File: src/rtl/spts_pkg.sv
`timescale 1ns / 1ps
`default_nettype none

package spts_pkg;

   // Field widths of the channels and registers.
   localparam int TimerWidth  = 16;
   localparam int WidthBits   = 12;
   localparam int SampleBits  = 10;
   localparam int PinFieldW   = 4;
   localparam int CsrIndexW   = 3;
   localparam int CsrDataW    = 16;

   // Item kinds carried on the request tuser bit.
   localparam logic OP_TICK   = 1'b0;
   localparam logic OP_SAMPLE = 1'b1;

   // Register indexes on the configuration port.
   localparam logic [CsrIndexW-1:0] REG_FRAME_PERIOD = 3'd0;
   localparam logic [CsrIndexW-1:0] REG_TAIL_GAP     = 3'd1;
   localparam logic [CsrIndexW-1:0] REG_WIDTH_SECOND = 3'd2;
   localparam logic [CsrIndexW-1:0] REG_WIDTH_THIRD  = 3'd3;
   localparam logic [CsrIndexW-1:0] REG_WIDTH_FOURTH = 3'd4;
   localparam logic [CsrIndexW-1:0] REG_ARM_FRAMES   = 3'd5;
   localparam logic [CsrIndexW-1:0] REG_OUT_MIN      = 3'd6;
   localparam logic [CsrIndexW-1:0] REG_OUT_MAX      = 3'd7;

   // Reset values.
   localparam logic [TimerWidth-1:0] FRAME_PERIOD_RST = 16'd20000;
   localparam logic [WidthBits-1:0]  TAIL_GAP_RST     = 12'd500;
   localparam logic [WidthBits-1:0]  WIDTH_RST        = 12'd700;
   localparam logic [TimerWidth-1:0] ARM_FRAMES_RST   = 16'(7 * 50);
   localparam logic [WidthBits-1:0]  OUT_MIN_RST      = 12'd700;
   localparam logic [WidthBits-1:0]  OUT_MAX_RST      = 12'd1000;

   // The converter reading is clamped to 512..1023; the span below is 1023 - 512.
   localparam int AdcLow  = 512;
   localparam int AdcHigh = 1023;
   localparam int AdcSpan = AdcHigh - AdcLow;

   typedef logic [TimerWidth-1:0] timer_type;
   typedef logic [WidthBits-1:0]  width_type;

endpackage

`default_nettype wire

File: src/rtl/servo_pulse_train_sequencer.sv
`timescale 1ns / 1ps
`default_nettype none
// A result beat is presented from registers in the cycle after its request beat is accepted.
// One item per cycle while the result side is not stalled; all sequencing state updates in the accept cycle.
// The single result register is refilled while it is being drained.
// Reset (synchronous, active high) restores the default registers, clears the
// timer and frame count, and starts the frame with the first output high.

module servo_pulse_train_sequencer #(
   parameter int NUM_OUTPUTS = 4
) (
   input  wire         clock,
   input  wire         reset,
   // Request channel.
   input  wire         req_tvalid,
   output logic        req_tready,
   input  wire  [15:0] req_tdata,   // [9:0] sample
   input  wire  [0:0]  req_tuser,   // [0] opcode
   // Result channel.
   output logic        rsp_tvalid,
   input  wire         rsp_tready,
   output logic [31:0] rsp_tdata,   // [3:0] pin_levels, [19:4] frame_count, [31:20] first_width
   // Configuration write port.
   input  wire         csr_we,
   input  wire  [spts_pkg::CsrIndexW-1:0] csr_index,
   input  wire  [spts_pkg::CsrDataW-1:0]  csr_wdata
);

   localparam int SLOT_W = $clog2(NUM_OUTPUTS + 1);
   localparam logic [SLOT_W-1:0] SLOT_WAIT = SLOT_W'(NUM_OUTPUTS);
   localparam logic [SLOT_W-1:0] SLOT_LAST = SLOT_W'(NUM_OUTPUTS - 1);

   // Configuration registers.
   spts_pkg::timer_type frame_period_ff;
   spts_pkg::width_type tail_gap_ff;
   spts_pkg::width_type width_second_ff;
   spts_pkg::width_type width_third_ff;
   spts_pkg::width_type width_fourth_ff;
   spts_pkg::timer_type arm_frames_ff;
   spts_pkg::width_type out_min_ff;
   spts_pkg::width_type out_max_ff;

   // Sequencer state.
   spts_pkg::timer_type    timer_ff, timer_in;
   spts_pkg::timer_type    compare_ff, compare_in;
   logic [SLOT_W-1:0]      slot_ff, slot_in;
   logic [NUM_OUTPUTS-1:0] pins_ff, pins_in;
   spts_pkg::timer_type    frames_ff, frames_in;
   spts_pkg::width_type    width_first_ff, width_first_in;
   logic                   rsp_valid_ff, rsp_valid_in;

   logic                   accept;
   logic                   is_tick;
   spts_pkg::timer_type    timer_inc;
   logic [SLOT_W-1:0]      slot_next;
   spts_pkg::width_type    width_next;

   // Sample mapping signals.
   logic [8:0]             adc_x;
   logic signed [12:0]     span;
   logic                   span_neg;
   logic [11:0]            span_mag;
   logic [20:0]            prod;
   logic [12:0]            fold1;
   logic [9:0]             fold2;
   logic [11:0]            quot;
   spts_pkg::width_type    mapped;

   // A new beat is taken whenever the result register is empty or draining.
   assign accept     = req_tvalid && req_tready;
   assign req_tready = !rsp_valid_ff || rsp_tready;
   assign is_tick    = (req_tuser[0] == spts_pkg::OP_TICK);
   assign timer_inc  = timer_ff + 16'd1;
   assign slot_next  = slot_ff + SLOT_W'(1);

   // Width of the pulse that starts after the current one.
   always_comb begin
      case (slot_next)
         SLOT_W'(1): width_next = width_second_ff;
         SLOT_W'(2): width_next = width_third_ff;
         default:    width_next = width_fourth_ff;
      endcase
   end

   // Map the clamped sample onto out_min..out_max. The product is divided by 511
   // in sign-magnitude form, so the quotient truncates toward zero. Using
   // 512*a + b = 511*a + (a + b) twice leaves one compare against 511.
   always_comb begin
      adc_x    = req_tdata[9] ? req_tdata[8:0] : 9'd0;
      span     = $signed({1'b0, out_max_ff}) - $signed({1'b0, out_min_ff});
      span_neg = span[12];
      span_mag = span_neg ? 12'(-span) : span[11:0];
      prod     = 21'(adc_x) * 21'(span_mag);
      fold1    = 13'(prod[20:9]) + 13'(prod[8:0]);
      fold2    = 10'(fold1[12:9]) + 10'(fold1[8:0]);
      quot     = prod[20:9] + 12'(fold1[12:9])
                 + ((fold2 >= 10'(spts_pkg::AdcSpan)) ? 12'd1 : 12'd0);
      mapped   = span_neg ? (out_min_ff - quot) : (out_min_ff + quot);
   end

   // Next state for one accepted beat.
   always_comb begin
      timer_in       = timer_ff;
      compare_in     = compare_ff;
      slot_in        = slot_ff;
      pins_in        = pins_ff;
      frames_in      = frames_ff;
      width_first_in = width_first_ff;
      if (is_tick) begin
         timer_in = timer_inc;
         if (timer_inc == compare_ff) begin
            if (slot_ff == SLOT_WAIT) begin
               // Waiting: restart the frame once the period is reached.
               if (timer_inc >= frame_period_ff) begin
                  timer_in   = '0;
                  slot_in    = '0;
                  pins_in[0] = 1'b1;
                  compare_in = 16'(width_first_ff);
                  frames_in  = frames_ff + 16'd1;
               end else begin
                  compare_in = frame_period_ff;
               end
            end else if (slot_ff != SLOT_LAST) begin
               // Hand the pulse on to the next output.
               compare_in = timer_inc + 16'(width_next);
               for (int k = 0; k < NUM_OUTPUTS; k++) begin
                  if (slot_ff == SLOT_W'(k)) begin
                     pins_in[k] = 1'b0;
                  end
                  if (k > 0 && slot_ff == SLOT_W'(k - 1)) begin
                     pins_in[k] = 1'b1;
                  end
               end
               slot_in = slot_next;
            end else begin
               // Last pulse ends; wait out the tail gap.
               pins_in[NUM_OUTPUTS-1] = 1'b0;
               compare_in = timer_inc + 16'(tail_gap_ff);
               slot_in    = SLOT_WAIT;
            end
         end
      end else if (frames_ff > arm_frames_ff) begin
         width_first_in = mapped;
      end
   end

   assign rsp_valid_in = accept || (rsp_valid_ff && !rsp_tready);

   // State and result-valid registers.
   always_ff @(posedge clock) begin
      if (reset) begin
         timer_ff       <= '0;
         compare_ff     <= 16'(spts_pkg::WIDTH_RST);
         slot_ff        <= '0;
         pins_ff        <= NUM_OUTPUTS'(1);
         frames_ff      <= '0;
         width_first_ff <= spts_pkg::WIDTH_RST;
         rsp_valid_ff   <= 1'b0;
      end else begin
         rsp_valid_ff <= rsp_valid_in;
         if (accept) begin
            timer_ff       <= timer_in;
            compare_ff     <= compare_in;
            slot_ff        <= slot_in;
            pins_ff        <= pins_in;
            frames_ff      <= frames_in;
            width_first_ff <= width_first_in;
         end
      end
   end

   // Configuration registers.
   always_ff @(posedge clock) begin
      if (reset) begin
         frame_period_ff <= spts_pkg::FRAME_PERIOD_RST;
         tail_gap_ff     <= spts_pkg::TAIL_GAP_RST;
         width_second_ff <= spts_pkg::WIDTH_RST;
         width_third_ff  <= spts_pkg::WIDTH_RST;
         width_fourth_ff <= spts_pkg::WIDTH_RST;
         arm_frames_ff   <= spts_pkg::ARM_FRAMES_RST;
         out_min_ff      <= spts_pkg::OUT_MIN_RST;
         out_max_ff      <= spts_pkg::OUT_MAX_RST;
      end else if (csr_we) begin
         case (csr_index)
            spts_pkg::REG_FRAME_PERIOD: frame_period_ff <= csr_wdata;
            spts_pkg::REG_TAIL_GAP:     tail_gap_ff     <= csr_wdata[11:0];
            spts_pkg::REG_WIDTH_SECOND: width_second_ff <= csr_wdata[11:0];
            spts_pkg::REG_WIDTH_THIRD:  width_third_ff  <= csr_wdata[11:0];
            spts_pkg::REG_WIDTH_FOURTH: width_fourth_ff <= csr_wdata[11:0];
            spts_pkg::REG_ARM_FRAMES:   arm_frames_ff   <= csr_wdata;
            spts_pkg::REG_OUT_MIN:      out_min_ff      <= csr_wdata[11:0];
            spts_pkg::REG_OUT_MAX:      out_max_ff      <= csr_wdata[11:0];
            default: ;
         endcase
      end
   end

   // The state registers change only on accepted beats, so they hold the
   // result of the last beat for as long as it waits on the result side.
   always_comb begin
      rsp_tdata = '0;
      for (int k = 0; k < spts_pkg::PinFieldW; k++) begin
         if (k < NUM_OUTPUTS) begin
            rsp_tdata[k] = pins_ff[k];
         end
      end
      rsp_tdata[19:4]  = frames_ff;
      rsp_tdata[31:20] = width_first_ff;
   end

   assign rsp_tvalid = rsp_valid_ff;

endmodule

`default_nettype wire

File: config.mk
export PLATFORM = sky130hd
export DESIGN_NAME = servo_pulse_train_sequencer
export DESIGN_NICKNAME = d
export VERILOG_FILES = /design/src/rtl/spts_pkg.sv /design/src/rtl/servo_pulse_train_sequencer.sv
export SDC_FILE = /design/constraint.sdc
export NUM_CORES = 1
export LEC_CHECK = 0
export ABC_CLOCK_PERIOD_IN_PS = 17730
export BUFFER_PORTS_ARGS = -buffer_cell sky130_fd_sc_hd__buf_2
export CORE_ASPECT_RATIO = 1.25
export CORE_UTILIZATION = 55
export DETAILED_ROUTE_END_ITERATION = 7
export PLACE_DENSITY = 0.84
export SLEW_MARGIN = 25
export SYNTH_ARGS = -nofsm -noshare
export SYNTH_HDL_FRONTEND = slang
export SYNTH_SLANG_ARGS = --single-unit
export TNS_END_PERCENT = 50
File: constraint.sdc
create_clock -name clock -period 17.73 [get_ports clock]
set_input_delay 0 -clock clock [delete_from_list [all_inputs] [get_ports clock]]
set_output_delay 0 -clock clock [all_outputs]
set_load 0.005 [all_outputs]
==> metrics <==
Detail Placement HPWL=30.6 mm; final design utilization=60.9%; Clock Latency Late Sink=450 ps; core area=26900 µm²; first drt pass iteration count=5; Mapped Area=15100 µm²; fmax=60.9 MHz; hold path cells=4; CP max stage delay=550 ps; CP arrival=16750 ps; Total Nets Final=2222; relative slew slack=39.2%; WL/cell=17.6 µm; register bit total from synthesis=172; total number of vias=14100; Slew @ Worst Pin=906 ps; fin. max-slew vios=0; # rows=67; CTS Buffer Depth=2; worst flop-to-flop path endpoint=width_first_ff[11]; maxcap violations=0; die area=28100 µm²; Distinct cells, synth=91; Area contributors post-synth=dfxtp_1 (23%), ha_1 (11%), fa_1 (10%); starting density of the core=56.1%; first-pass GRT wire length=66.4 mm; clock buffer count from CTS=17; Worst Hold Launch=csr_index[0]; Clock Skews=14.7 ps; final hold vios=0; GPL Wtd Cong=0.946; Leak=7.39 nW; ANT nets after route=0; Peak VDD IR=0.149 mV; CTS tree=built; Fillers=2305; I/O Pins=75; post-synthesis mux area share=1.09%; Post-Synthesis Cells=1957; Final Cycle Share=92.6%; Sequential Area=3440 µm²; Worst Path Class, Setup=reg -> reg; Fin Setup TNS=0 ps; synth warn=0; outcome=finished clean; all-layer global routing usage=29.6%; initial antenna violation count=2; leading cell type by number of instances after synthesis=nand2_1; ys async rst share=0%; Reg clk slew, reported paths=80 ps; Power Total=2.93 mW; Critical-path top delay cell=a2111oi_1; critical path's most frequent cell=o21ai_0; routed wire length=41.1 mm; height of the die=187 µm; Vias per Instance=6.04; pwr dens=179 nW/µm²; most frequent cells after synthesis=nand2_1 (310), inv_1 (195), dfxtp_1 (172), a21oi_1 (141), nor2_1 (136); area leader, netlist=dfxtp_1; Post-synth EDFFs=0; unrepaired setup endpoints after global routing=no; depth of the most critical reg-to-reg path=69; main combinational cell family by area after synthesis=simple AND/OR/NAND/NOR gates; Final setup viols=0; CP endpoint kind=flop; syn_nets=2205; R2R setup slack=1310 ps; worst hold endpoint=width_fourth_ff[0]; largest net degree at the start of global routing=75; simple-gate area share of the yosys netlist=22.2%; post-layout minimum cycle time=16420 ps; Max H-tree Level=4; Area growth, synth to finish=8.62%; worst r2r src=out_max_ff[0]; Worst Setup Start Kind=flop; Synth Area in Compound Gates=18.4%; vias in the first global route=14000; Critical Path RT=18060 ps; syn avg cell area=7.71 µm²; CTS sink count=172; layout cells sized above 1=8.35%; area of the multi-input gates=10500 µm²; Top FF cell, synth=dfxtp_1; global route overflow=0; root buffer cell=clkbuf_16; Hold WC Path Type=in -> reg; number of port buffers=68; post-synth top area share=22.8%; Crit Path Max Fanout=11; Adder-Cell Fraction of Synth Area=21.1%; detailed-route DRC error count=0; initial DRC count=970; Seq/Total Area, Yosys=22.8%; XOR/XNOR share of the synthesized area=6.50%; Horiz. Die Dim=150 µm
cell usage in the layout, fill, tap and decap left out, types with 19 or more instances in the layout:
master         instances
o21ai_0               68
dfxtp_1              172
xor2_1                39
a21oi_1              141
o211ai_1              22
nor2_1               136
nand2_1              310
inv_1                194
dlygate4sd3_1         19
fa_1                  76
nor2b_1               23
ha_1                 131
nand4_1               26
xnor2_1               69
a21o_1                32
nor3_1                24
buf_2                 67
nand3_1              106
timing repair:
action	in CTS	in global routing
gates resized for setup	0	6
hold buffers	19	0
setup endpoints to repair	0	1
setup buffers	0	0
hold endpoints to repair	105	0
stage by stage:
stage          hold WS (ps)  cells  instance area [µm²]  setup WS (ps)
3_5_place_dp            269   2281                15500            950
6_report               79.2   2333                16400           1310
3_3_place_gp            258   2281                15500           1420
5_1_grt                99.5   2333                16400           14.9
2_1_floorplan           129   1957                15100           3400
4_1_cts                60.6   2332                16400            832
routing by layer:
metal / GRT usage, % / up-vias / part of all wire [%]
li1: - / 6677 / -
met3: 3.83 / 186 / 5.5
met1: 32.0 / 6652 / 37
met5: 0 / - / 0
met2: 53.3 / 570 / 51
met4: 19.5 / 0 / 6.6
flip-flops by register name (all words and copies together), names as in the netlist:
signal,cells
timer_ff,16
out_min_ff,12
tail_gap_ff,12
width_second_ff,12
frame_period_ff,16
compare_ff,16
pins_ff,4
arm_frames_ff,16
rsp_tvalid,1
width_first_ff,12
frames_ff,16
out_max_ff,12
width_fourth_ff,12
slot_ff,3
width_third_ff,12
cell families (layout without fill, tap and decap cells):
logic type,count (synthesis),in the layout
AOI/OAI and AO/OA,417,417
DFF,172,172
buffers and inverters,299,329
other,0,1
adders and majority gates,210,210
xor gates and xnor gates,112,112
and+or+nand+nor,731,731
muxes,16,16
where the power goes:
group | internal, mW | leakage (nW) | total, mW | switching, mW
Clock | 0.204 | 0.300 | 0.390 | 0.185
Combinational | 0.862 | 5.70 | 2.14 | 1.28
Sequential | 0.393 | 1.39 | 0.397 | 0.00445
Total | 1.46 | 7.39 | 2.93 | 1.47
worst max path at each step:
stage | endpoint | start | slack (ps)
floorplan | width_first_ff[11] | out_max_ff[0] | 3400
global placement | width_first_ff[11] | out_min_ff[2] | 1420
detailed placement | width_first_ff[11] | out_min_ff[2] | 950
CTS | width_first_ff[11] | out_min_ff[2] | 830
global route | width_first_ff[11] | out_min_ff[2] | 10
finish | width_first_ff[11] | out_max_ff[0] | 1310
worst max-delay path, delay by kind of cell (launching register included):
kind,cells,cell delay [ps]
muxes,1,340
AOI/OAI and AO/OA,32,6840
xor gates and xnor gates,5,1330
DFF,1,330
buffers and inverters,6,360
and+or+nand+nor,13,2640
adders and majority gates,12,4460
cell type report:
cell class | count | share of cell area [%]
diodes | 1 | 0.0153
multi-input cells | 1486 | 64.2
well taps | 345 | 2.63
inverters | 195 | 4.46
clock buffers | 17 | 2.59
clock inverters | 15 | 1.20
flip-flops and latches | 172 | 21.0
repair buffers | 102 | 3.94
No activity file was read; power rests on OpenSTA's default activity.
